`src/rtl/uvs_pkg.sv`:
```
// Shared types, constants and lookup tables of the UV sphere vertex generator.
package uvs_pkg;

   localparam int DETAIL_MAX      = 256;
   localparam int FRAC_BITS       = 16;
   localparam int D_W             = $clog2(DETAIL_MAX + 1);
   localparam int H_W             = $clog2(DETAIL_MAX / 2 + 1);
   localparam int K_W             = H_W;
   localparam int BAND_W          = 7;
   localparam int COL_W           = 9;
   localparam int IDX_W           = 17;
   localparam int TEX_W           = FRAC_BITS + 1;
   localparam int NUM_W           = FRAC_BITS + D_W;
   localparam int RECIP_SH        = NUM_W + D_W - 1;
   localparam int RECIP_W         = RECIP_SH - 1;
   localparam int ANG_W           = 32;
   localparam int CW              = 34;
   localparam int CORDIC_STEPS    = 30;
   localparam int ITERS_PER_STAGE = 3;
   localparam int CORDIC_STAGES   = CORDIC_STEPS / ITERS_PER_STAGE;
   localparam int CORDIC_K        = 652032874;
   localparam int CSR_IDX_W       = 3;
   localparam int CSR_DATA_W      = 32;

   localparam logic [29:0] ATAN_TAB [CORDIC_STEPS] = '{
      30'h20000000, 30'h12E4051E, 30'h09FB385B, 30'h051111D4, 30'h028B0D43,
      30'h0145D7E1, 30'h00A2F61E, 30'h00517C55, 30'h0028BE53, 30'h00145F2F,
      30'h000A2F98, 30'h000517CC, 30'h00028BE6, 30'h000145F3, 30'h0000A2FA,
      30'h0000517D, 30'h000028BE, 30'h0000145F, 30'h00000A30, 30'h00000518,
      30'h0000028C, 30'h00000146, 30'h000000A3, 30'h00000051, 30'h00000029,
      30'h00000014, 30'h0000000A, 30'h00000005, 30'h00000003, 30'h00000001
   };

   typedef enum logic [1:0] {
      ST_OK      = 2'd0,
      ST_BAD_CFG = 2'd1,
      ST_RANGE   = 2'd2
   } status_type;

   typedef enum logic [CSR_IDX_W-1:0] {
      CSR_DETAIL      = 3'd0,
      CSR_RADIUS      = 3'd1,
      CSR_OFFSET_X    = 3'd2,
      CSR_OFFSET_Y    = 3'd3,
      CSR_OFFSET_Z    = 3'd4,
      CSR_UPPER_FIRST = 3'd5
   } csr_index_type;

   typedef struct packed {
      logic [8:0]         detail;
      logic [30:0]        radius;
      logic signed [31:0] offset_x;
      logic signed [31:0] offset_y;
      logic signed [31:0] offset_z;
      logic               upper_first;
   } cfg_type;

   typedef struct packed {
      status_type       status;
      logic [IDX_W-1:0] idx;
      logic [K_W-1:0]   k;
      logic [COL_W-1:0] col;
      logic             last;
      logic [TEX_W-1:0] tex_u;
      logic [TEX_W-1:0] tex_v;
   } job_type;

   typedef struct packed {
      status_type         status;
      logic [IDX_W-1:0]   vertex_index;
      logic signed [31:0] pos_x;
      logic signed [31:0] pos_y;
      logic signed [31:0] pos_z;
      logic signed [15:0] norm_x;
      logic signed [15:0] norm_y;
      logic signed [15:0] norm_z;
      logic [TEX_W-1:0]   tex_u;
      logic [TEX_W-1:0]   tex_v;
      logic               last;
   } vertex_type;

   typedef logic [RECIP_W-1:0] recip_tab_type [DETAIL_MAX/2+1];
   typedef logic [31:0]        quot_tab_type  [DETAIL_MAX/2+1];
   typedef logic [D_W-1:0]     rem_tab_type   [DETAIL_MAX/2+1];

   // shift-subtract divide, only used to build the tables below
   function automatic longint unsigned long_div(input longint unsigned n,
                                                input longint unsigned dv,
                                                input bit want_rem);
      longint unsigned q;
      longint unsigned r;
      q = 0;
      r = 0;
      for (int b = 63; b >= 0; b--) begin
         r = {r[62:0], n[b]};
         q = q << 1;
         if (r >= dv) begin
            r = r - dv;
            q = q | 64'd1;
         end
      end
      return want_rem ? r : q;
   endfunction

   // ceil(2^RECIP_SH / d), indexed by d/2
   function automatic recip_tab_type make_recip();
      recip_tab_type    t;
      longint unsigned  dd;
      for (int h = 0; h <= DETAIL_MAX / 2; h++) begin
         dd   = longint'(2 * h);
         t[h] = (h == 0) ? '0 :
                RECIP_W'(long_div((64'd1 << RECIP_SH) + dd - 64'd1, dd, 1'b0));
      end
      return t;
   endfunction

   // floor(2^32 / d)
   function automatic quot_tab_type make_quot();
      quot_tab_type    t;
      longint unsigned dd;
      for (int h = 0; h <= DETAIL_MAX / 2; h++) begin
         dd   = longint'(2 * h);
         t[h] = (h == 0) ? '0 : 32'(long_div(64'd1 << 32, dd, 1'b0));
      end
      return t;
   endfunction

   // 2^32 mod d
   function automatic rem_tab_type make_rem();
      rem_tab_type     t;
      longint unsigned dd;
      for (int h = 0; h <= DETAIL_MAX / 2; h++) begin
         dd   = longint'(2 * h);
         t[h] = (h == 0) ? '0 : D_W'(long_div(64'd1 << 32, dd, 1'b1));
      end
      return t;
   endfunction

   localparam recip_tab_type RECIP_TAB = make_recip();
   localparam quot_tab_type  QUOT_TAB  = make_quot();
   localparam rem_tab_type   REM_TAB   = make_rem();

   // detail rounded up to even
   function automatic logic [D_W:0] even_detail(input cfg_type c);
      return (D_W+1)'(c.detail) + (D_W+1)'(c.detail[0]);
   endfunction

endpackage

```
`src/rtl/uvs_split.sv`:
```
// Request checker and splitter: one request becomes one or two vertex jobs.
module uvs_split (
   input  logic                      clock,
   input  logic                      reset,
   input  logic                      en,
   input  uvs_pkg::cfg_type          cfg,
   input  logic                      in_valid,
   output logic                      in_ready,
   input  logic [uvs_pkg::BAND_W-1:0] in_band,
   input  logic [uvs_pkg::COL_W-1:0] in_col,
   output logic                      out_valid,
   output uvs_pkg::job_type          out_job
);
   import uvs_pkg::*;

   logic               hold_v_ff, hold_v_in;
   logic               phase_ff, phase_in;
   status_type         status_ff, status_in;
   logic [BAND_W-1:0]  band_ff;
   logic [COL_W-1:0]   col_ff;
   logic [IDX_W-1:0]   base_ff, base_in;
   logic [D_W:0]       d;
   logic               bad, range_err, job_last, accept, up;
   logic [IDX_W-1:0]   inner;

   assign d         = even_detail(cfg);
   assign bad       = (cfg.detail < 9'd4) || (cfg.radius == '0) ||
                      (d > (D_W+1)'(DETAIL_MAX));
   assign range_err = ((D_W+1)'(in_band) >= (d >> 1)) || ((D_W+1)'(in_col) > d);
   assign inner     = IDX_W'(IDX_W'(in_band) * IDX_W'(d + (D_W+1)'(1))) + IDX_W'(in_col);
   assign status_in = bad ? ST_BAD_CFG : (range_err ? ST_RANGE : ST_OK);
   assign base_in   = {inner[IDX_W-2:0], 1'b0};

   assign job_last = phase_ff || (status_ff != ST_OK);
   assign in_ready = !hold_v_ff || (en && job_last);
   assign accept   = in_valid && in_ready;

   always_comb begin
      hold_v_in = hold_v_ff;
      phase_in  = phase_ff;
      if (en && hold_v_ff) begin
         if (job_last) hold_v_in = 1'b0;
         else phase_in = 1'b1;
      end
      if (accept) begin
         hold_v_in = 1'b1;
         phase_in  = 1'b0;
      end
   end

   always_ff @(posedge clock) begin
      if (reset) begin
         hold_v_ff <= 1'b0;
         phase_ff  <= 1'b0;
      end else begin
         hold_v_ff <= hold_v_in;
         phase_ff  <= phase_in;
      end
   end

   always_ff @(posedge clock) begin
      if (accept) begin
         status_ff <= status_in;
         band_ff   <= in_band;
         col_ff    <= in_col;
         base_ff   <= base_in;
      end
   end

   // second job of a pair takes the other latitude
   assign up        = phase_ff ^ cfg.upper_first;
   assign out_valid = hold_v_ff;
   always_comb begin
      out_job        = '0;
      out_job.status = status_ff;
      out_job.idx    = base_ff | IDX_W'(phase_ff);
      out_job.k      = K_W'(band_ff) + K_W'(up);
      out_job.col    = col_ff;
      out_job.last   = job_last;
   end

endmodule

```
`config.mk`:
```
export PLATFORM = sky130hd
export DESIGN_NAME = uvs_split
export DESIGN_NICKNAME = d
export VERILOG_FILES = /design/src/rtl/uvs_pkg.sv /design/src/rtl/uvs_split.sv
export SDC_FILE = /design/constraint.sdc
export NUM_CORES = 1
export LEC_CHECK = 0
export ABC_AREA = 1
export BUFFER_PORTS_ARGS = -buffer_cell sky130_fd_sc_hd__buf_2
export CORE_AREA = 2 2 126 115
export DETAILED_ROUTE_END_ITERATION = 8
export DIE_AREA = 0 0 128 117
export HOLD_SLACK_MARGIN = 0.12
export PLACE_DENSITY = 0.69
export SYNTH_ARGS = -nofsm -noshare
export SYNTH_HDL_FRONTEND = slang
export SYNTH_SLANG_ARGS = --single-unit
```
`constraint.sdc`:
```
create_clock -name clock -period 4.7 [get_ports clock]
set_input_delay 0.235 -clock clock [delete_from_list [all_inputs] [get_ports clock]]
set_output_delay 0.235 -clock clock [all_outputs]
set_load 0.005 [all_outputs]
```
# Word level (Yosys, flattened, before mapping)
# Cells that the tools add are included.
dict set report word_totals {
  register_bits 36
}
dict set report classes {
  n_mux 4
  magnitude_cmp 4
  n_reduce_logical 16
  n_bitwise 3
  n_mul 1
  addsub 4
}
# operator n
set op_table {}
lappend op_table {{$logic_not 31->1} 1}
lappend op_table {{$or 17x1->17} 1}
lappend op_table {{$add 16x9->16} 1}
lappend op_table {{$mul 7x11->16} 1}
lappend op_table {{$add 10x1->11 const B} 1}
lappend op_table {{$add 9x1->10} 1}
lappend op_table {{$gt 10x9->1 const B} 1}
lappend op_table {{$gt 9x10->1} 1}
lappend op_table {{$ge 7x9->1} 1}
lappend op_table {{$lt 9x3->1 const B} 1}
lappend op_table {{$add 7x1->8} 1}
lappend op_table {{$reduce_bool 2->1} 3}
lappend op_table {{$logic_or 1x1->1} 5}
lappend op_table {{$reduce_and 2->1} 2}
lappend op_table {{$logic_and 1x1->1} 3}
lappend op_table {{$mux 1} 3}
lappend op_table {{$mux 2} 1}
lappend op_table {{$reduce_or 2->1} 1}
lappend op_table {{$logic_not 1->1} 1}
lappend op_table {{$not 1->1} 1}
lappend op_table {{$xor 1x1->1} 1}

# Logic depth before layout (Yosys ltp)
# Gate-level depths: netlist (run 1).
dict set report logic_depth {
  depth_word 7
  depth_mapped 24
  ltp_nobuf 24
}

# Least setup slack after synthesis (run 1)
# OpenSTA, ideal clock, no wires.
dict set report synth_timing {
  kind {input port to flip-flop}
  start {in cfg[128] (netlist name)}
  end {reg base_ff[16], data pin}
  t_arrival_ps 4254
  required_time_ps 4448
  cell_stages 24
  setup_slack_ps 193
  setup_time_ps 252
  path_cell_list {ha_1 > nand2_1 > nor2_2 > nand3_2 > o21bai_1 > nand2_2 > inv_1 > nand2_1 > fa_1 > inv_1 > fa_1 > fa_1 > inv_1 > fa_1 > inv_1 > ha_1 > nand2_1 > inv_1 > a21boi_0 > nand3_1 > a21oi_1 > inv_1 > nand2_1 > nand2_1}
}
dict set report synth_via {
  elab_chain_len 4
}
# item line
set synth_rtl {}
lappend synth_rtl {{from (decl)} uvs_split.sv:6} ;# input uvs_pkg::cfg_type cfg,
lappend synth_rtl {{$add 9x1->10} uvs_pkg.sv:145} ;# return (D_W+1)'(c.detail) + (D_W+1)'(c.detail[0]);
lappend synth_rtl {{$add 10x1->11} uvs_split.sv:30} ;# assign inner = IDX_W'(IDX_W'(in_band) * IDX_W'(d + (D_W+1)'(1))) + IDX_W'(in_col);
lappend synth_rtl {{$mul 7x11->16} uvs_split.sv:30}
lappend synth_rtl {{$add 16x9->16} uvs_split.sv:30}
lappend synth_rtl {{net inner[15]} uvs_split.sv:24} ;# logic [IDX_W-1:0] inner;
lappend synth_rtl {{to (signal assigned)} uvs_split.sv:66} ;# base_ff <= base_in;
lappend synth_rtl {{to (decl)} uvs_split.sv:21} ;# logic [IDX_W-1:0] base_ff, base_in;
# The timed path passes the listed nets, and every way through them passes these cells.
# A chain may end at the register's enable or synchronous reset.

# Final worst setup path (run 1)
dict set report layout_timing {
  start {in cfg[129] (netlist name)}
  end {reg base_ff[14], data pin}
}
# Same word-level chain as after synthesis.

==> results of run 1 <==
Yosys cell counts, types with 7 or more instances:
library cell,n
a21oi_1,18
buf_4,36
edfxtp_1,34
fa_1,47
ha_1,61
inv_1,124
nand2_1,91
nand3_1,14
nand4_1,7
nor2_1,62
o21ai_0,8
xnor2_1,9
xor2_1,12
metal layers:
metal,GRT usage [%],up-vias,part of all wire [%]
met3,2.59,12,6.6
met2,24.1,123,45
met5,0,-,0.070
met1,18.8,1756,47
met4,3.81,2,1.6
li1,-,1924,-
how the worst max path moves through the flow:
stage,cells after the start,start,end
after detailed placement,25,cfg[128],base_ff[16]
after global placement,25,cfg[128],base_ff[16]
after CTS,25,cfg[128],base_ff[16]
after floorplan,24,cfg[128],base_ff[16]
after global routing,22,cfg[129],base_ff[13]
final,24,cfg[129],base_ff[14]
area by class of cell:
type	count	area [sq um]
repair buffers	139	798
well taps	172	215
clock buffers	5	125
fillers	1363	7980
flip-flops and latches	36	1060
clock inverters	3	42.5
multi-input cells	391	3060
inverters	124	465
report_power, final:
part,internal (mW),switching (mW)
Sequential,0.495,0.0161
Combinational,0.715,0.785
Clock,0.249,0.134
through the flow:
stage	hold WS, ns	setup slack, ns	setup TNS (ns)	cell area [sq um]	total power, mW
after global routing	0.165	0.0193	0	5760	2.65
after global placement	0.420	-0.155	-0.377	5560	1.97
final	0.160	0.275	0	5760	2.39
after CTS	0.159	0.122	0	5740	2.39
after detailed placement	0.416	-0.168	-0.564	5560	2.00
after floorplan	0.304	0.193	0	4830	1.49
worst max-delay path, delay by kind of cell:
kind	cells	cell delay, ns
adder cells (fa/ha/maj)	6	2.53
AO/OA/AOI/OAI	2	0.32
AND/OR/NAND/NOR	9	0.83
XOR/XNOR	1	0.15
buffers and inverters	6	0.37
what timing repair did:
action                                  CTS  global route
endpoints found under the hold margin     1             0
hold buffers                              1             0
endpoints found under the setup margin    0             6
gates resized for setup                   0            12
logic make-up (layout without fill, tap and decap cells):
kind of cell	after synthesis	in the layout	share of synthesized area, %
AO/OA/AOI/OAI	34	34	4.04
XOR/XNOR	21	21	3.91
adder cells (fa/ha/maj)	108	108	36.2
buffers and inverters	161	271	15.9
flip-flops	36	36	22.6
other	1	34	0.0797
AND/OR/NAND/NOR	194	194	17.3
sequential cells by signal, indices dropped and copies added, names as in the netlist:
register / cells
band_ff: 7
base_ff: 16
col_ff: 9
out_valid: 1
phase_ff: 1
status_ff: 2
==> flow_summary_export.csv, run 1 <==
group,metric,value,unit
run_status,outcome,"completed",
layout,fin_util,41.9,%
detailed_routing,vias,3817,
clock_tree,cts.htree.levels,2,
layout,mostFrequentLayoutCell,"inv_1",
clock_tree,postCtsSetupBuffers,0,
power,p_leak,3.17,nW
sta,slew_viol_final,0,
clock_tree,cts_made_buffers,5,
yosys,synth-async-reset-ratio,0,%
power,peakVddDrop,0.319,mV
yosys,ys.flop_type,"edfxtp_1",
flow_run,max_cap_viol_count,0,
min_path,hold_start,"in_col[0]",
clock_tree,cts-root-buf,"clkbuf_16",
min_path,hp-class,"in2reg",
layout,final_cell_mix,"inv_1, buf_2, nand2_1",
layout,drive_gt1_share,23.9,%
power,power_density,415,nW/um^2
critical_path,rrSetupSlack,2.81,ns
place,dp_hpwl,8600,um
clock_tree,cts.clk_slew.worst_paths,0.06,ns
critical_path,reg2reg_from,"phase_ff",
sta,fin_crit,4.42,ns
critical_path,end_kind,"register",
floorplan,die_x,128,um
clock_tree,clock_sinks,36,
sta,worst_slew_pin_slew,1.09,ns
critical_path,worstPathArrival,4.45,ns
detailed_routing,vias_per_cell,4.39,
sta,skew,0.00389,ns
detailed_routing,drt_first_pass_iters,4,
min_path,whs_path_depth,1,
yosys,synth_edf_count,34,
layout,synthToLayoutAreaGrowth,22.5,%
yosys,synth_cell_type_count,31,
floorplan,die_y,117,um
detailed_routing,wirelength,10100,um
detailed_routing,drt_iter0_drc,185,
sta,slew_headroom,26.9,%
yosys,syn_area,4700,sq um
critical_path,worstPathRequired,4.72,ns
critical_path,r2r_cells,4,
layout,fin_nets,962,
grt,grt_pass1_vias,3688,
floorplan,core_area,13700,sq um
yosys,avgSynthCellArea,8.48,sq um
clock_tree,cts_tree,"done",
critical_path,slowest_delay,0.55,ns
grt,antenna_found_initial,1,
critical_path,path_max_fanout,4,
clock_tree,clock_latency,0.28,ns
critical_path,path_common_cell,"nand2_1",
yosys,ys_ff_latch,36,
yosys,synth_cells,555,
layout,stdcell_count,870,
grt,grt_max_degree,36,
clock_tree,cts_buffer_depth,2,
yosys,synth_top_cell_area_share,21.7,%
place,place_congestion,0.891,
critical_path,crit_slowest_cell,"fa_1",
floorplan,dieArea,15000,sq um
detailed_routing,antenna_left,0,
floorplan,rows,41,
floorplan,initial_core_util,34.2,%
yosys,yosysSeqAreaShare,22.6,%
critical_path,path_cells,"buf_2 -> ha_1 -> nand2_1 -> nor2_2 -> nand3_2 -> o21bai_1 -> nand2_2 -> inv_2 -> nand2_1 -> fa_1 -> inv_1 -> fa_1 -> fa_1 -> inv_1 -> fa_1 -> inv_1 -> ha_1 -> nand2_1 -> inv_1 -> a21boi_1 -> nand3_2 -> nand2_1 -> nand2_1 -> xor2_1",
floorplan,io_pins,230,
detailed_routing,drt_drc_violations_left,0,
min_path,whs_endpoint,"col_ff[0]",
yosys,synth.top_cells.by_area,"edfxtp_1, fa_1, ha_1",
place,dp.cells,861,
sta,post-route-period-util,94.1,%
yosys,ys_warn_count,0,
grt,overflow,0,
place,port_buffers,99,
sta,grt_setup_unrepaired,"no",
grt,grt_pass1_wl,16900,um
grt,grt_util_all_layers,14.2,%
critical_path,worstSetupPathType,"in2reg",
critical_path,r2r-end,"base_ff[15]",
critical_path,cp-start-kind,"primary input",
sta,hold_viol,0,
yosys,yosysTopAreaCell,"edfxtp_1",
sta,setup_viol,0,
layout,diodes,0,
detailed_routing,wl_per_cell,11.6,um
sta,max_freq,226,MHz
Note: power is estimated with default switching activity, not from simulation.
==> run 2: changes to the inputs <==
--- a/config.mk
+++ b/config.mk
@@ -11,7 +11,8 @@
 export DETAILED_ROUTE_END_ITERATION = 8
 export DIE_AREA = 0 0 128 117
 export HOLD_SLACK_MARGIN = 0.12
-export PLACE_DENSITY = 0.69
+export PLACE_DENSITY = 0.76
+export SLEW_MARGIN = 20
 export SYNTH_ARGS = -nofsm -noshare
 export SYNTH_HDL_FRONTEND = slang
 export SYNTH_SLANG_ARGS = --single-unit
==> run 2 against run 1 <==
Via count rose by 1.6%. Core utilization rose by 0.30 points. First-iteration DRC count fell by 12%. Critical endpoint is now base_ff[13]. Largest power group unchanged.
==> flow_summary_export.csv, run 2 (synthesis results as in run 1) <==
group,metric,value,unit
run_status,outcome,"completed",
detailed_routing,vias,3879,
layout,top_register,"base_ff",
grt,antenna_found_initial,1,
floorplan,core_area,13700,sq um
clock_tree,cts_tree,"done",
detailed_routing,drt_first_pass_iters,4,
grt,grt_max_degree,36,
place,place_congestion,0.908,
place,dp.cells,860,
detailed_routing,drt_iter0_drc,162,
layout,drive_gt1_share,24.4,%
power,p_clk_share,14.9,%
detailed_routing,wirelength,10500,um
clock_tree,cts-root-buf,"clkbuf_16",
place,place_ws,-0.194,ns
floorplan,dieArea,15000,sq um
place,dpl_cell_area,5550,sq um
sta,slew_viol_final,0,
layout,synthToLayoutAreaGrowth,23.4,%
clock_tree,clock_sinks,36,
layout,mostFrequentLayoutCell,"inv_1",
place,port_buffers,99,
sta,setup_ws,0.325,ns
power,seq_power_share,20.4,%
sta,max_freq,229,MHz
power,p_sw,0.975,mW
layout,nFillCells,1354,
layout,diodes,0,
clock_tree,cts_buffer_depth,2,
grt,grt_pass1_wl,18200,um
power,peakVddDrop,0.293,mV
clock_tree,cts_made_buffers,5,
critical_path,cp-start-kind,"primary input",
sta,hold_viol,0,
sta,skew,0.00427,ns
floorplan,die_y,117,um
layout,multi_input_area,3090,sq um
power,switching_share,38.8,%
power,power_density,433,nW/um^2
detailed_routing,drt_drc_violations_left,0,
layout,largest_reg_flops,16,
detailed_routing,antenna_left,0,
clock_tree,clock_latency,0.28,ns
power,p_leak,3.17,nW
critical_path,end_kind,"register",
place,dp_hpwl,8840,um
clock_tree,cts.clk_slew.worst_paths,0.05,ns
layout,stdcell_count,869,
sta,post-route-period-util,93.1,%
layout,final_cell_area,5810,sq um
layout,fin_nets,961,
sta,slew_headroom,64.7,%
floorplan,die_x,128,um
floorplan,initial_core_util,34.2,%
detailed_routing,wl_per_cell,12.1,um
critical_path,worstPathRequired,4.73,ns
power,pwr-share-comb,64.8,%
critical_path,path_max_fanout,5,
grt,grt_pass1_vias,4126,
power,internal_power,1.54,mW
grt,grt_util_all_layers,15.0,%
sta,fin_crit,4.38,ns
clock_tree,cts.htree.levels,2,
floorplan,io_pins,230,
sta,setup_viol,0,
floorplan,rows,41,
critical_path,worstPathArrival,4.40,ns
flow_run,max_cap_viol_count,0,
layout,regArea,1060,sq um
min_path,hp-class,"in2reg",
layout,reg_top3,"base_ff x16, col_ff x9, band_ff x7",
sta,worst_slew_pin_slew,0.528,ns
critical_path,worstSetupPathType,"in2reg",
clock_tree,postCtsSetupBuffers,0,
detailed_routing,vias_per_cell,4.46,
grt,overflow,0,
layout,final_cell_mix,"inv_1, buf_2, nand2_1",
-- run 2: cell type report --
cell class / instances / area share, %
tap: 172 / 3.71
inverter: 124 / 8.02
clock inverter: 3 / 0.733
sequential: 36 / 18.3
clock buffer: 5 / 2.16
multi-input combinational: 391 / 53.2
timing repair buffer: 138 / 13.9
-- run 2: layer usage --
layer  vias up  routed length, um  GRT usage (%)
met1      1810               4740           18.9
met5         -                 13              0
met3        23                648           2.32
li1       1921                  -              -
met2       123               4780           26.7
met4         2                296           4.76
-- run 2: critical path: stages --
cell,delay [ns]
buf_2,0.09
buf_4,0.10
nand3_1,0.18
nor2_4,0.17
nand2_1,0.08
nand2_2,0.13
buf_4,0.13
nand2_1,0.06
fa_1,0.53
fa_1,0.44
fa_1,0.53
fa_1,0.55
inv_1,0.04
ha_1,0.33
a21oi_1,0.25
o21ai_1,0.13
a21oi_1,0.17
nor2_1,0.06
nor2_1,0.11
xnor2_1,0.08
-- run 2: final timing paths --
kind | startpoint | end | slack (ns) | cells after the start
worst max-delay path | cfg[129] | base_ff[13] | 0.32 | 20
worst min-delay path | reset | out_valid | 0.13 | 2
worst max register to register | phase_ff | base_ff[7] | 3.07 | 5
worst min register to register | out_valid | out_valid | 0.56 | 2
-- run 2: power groups by stage --
stage	combinational [mW]	clock, mW	sequential [mW]
after floorplan	0.960	0	0.530
after global placement	1.49	0	0.519
after detailed placement	1.53	0	0.520
after CTS	1.55	0.383	0.514
after global routing	1.87	0.395	0.519
final	1.63	0.374	0.512
-- run 2: per-stage QoR --
stage | hold WS, ns | power (mW) | util, % | TNS (ns)
4_1_cts | 0.131 | 2.45 | 41.6 | 0
3_5_place_dp | 0.422 | 2.05 | 40.4 | -0.679
6_report | 0.129 | 2.51 | 42.2 | 0
5_1_grt | 0.140 | 2.79 | 42.2 | -0.00351
3_3_place_gp | 0.418 | 2.01 | 40.4 | -0.309
2_1_floorplan | 0.304 | 1.49 | - | 0
-- run 2: what timing repair did --
action / CTS / global route
hold buffers: 0 / 0
setup endpoints to repair: 0 / 8
resized for setup: 0 / 18
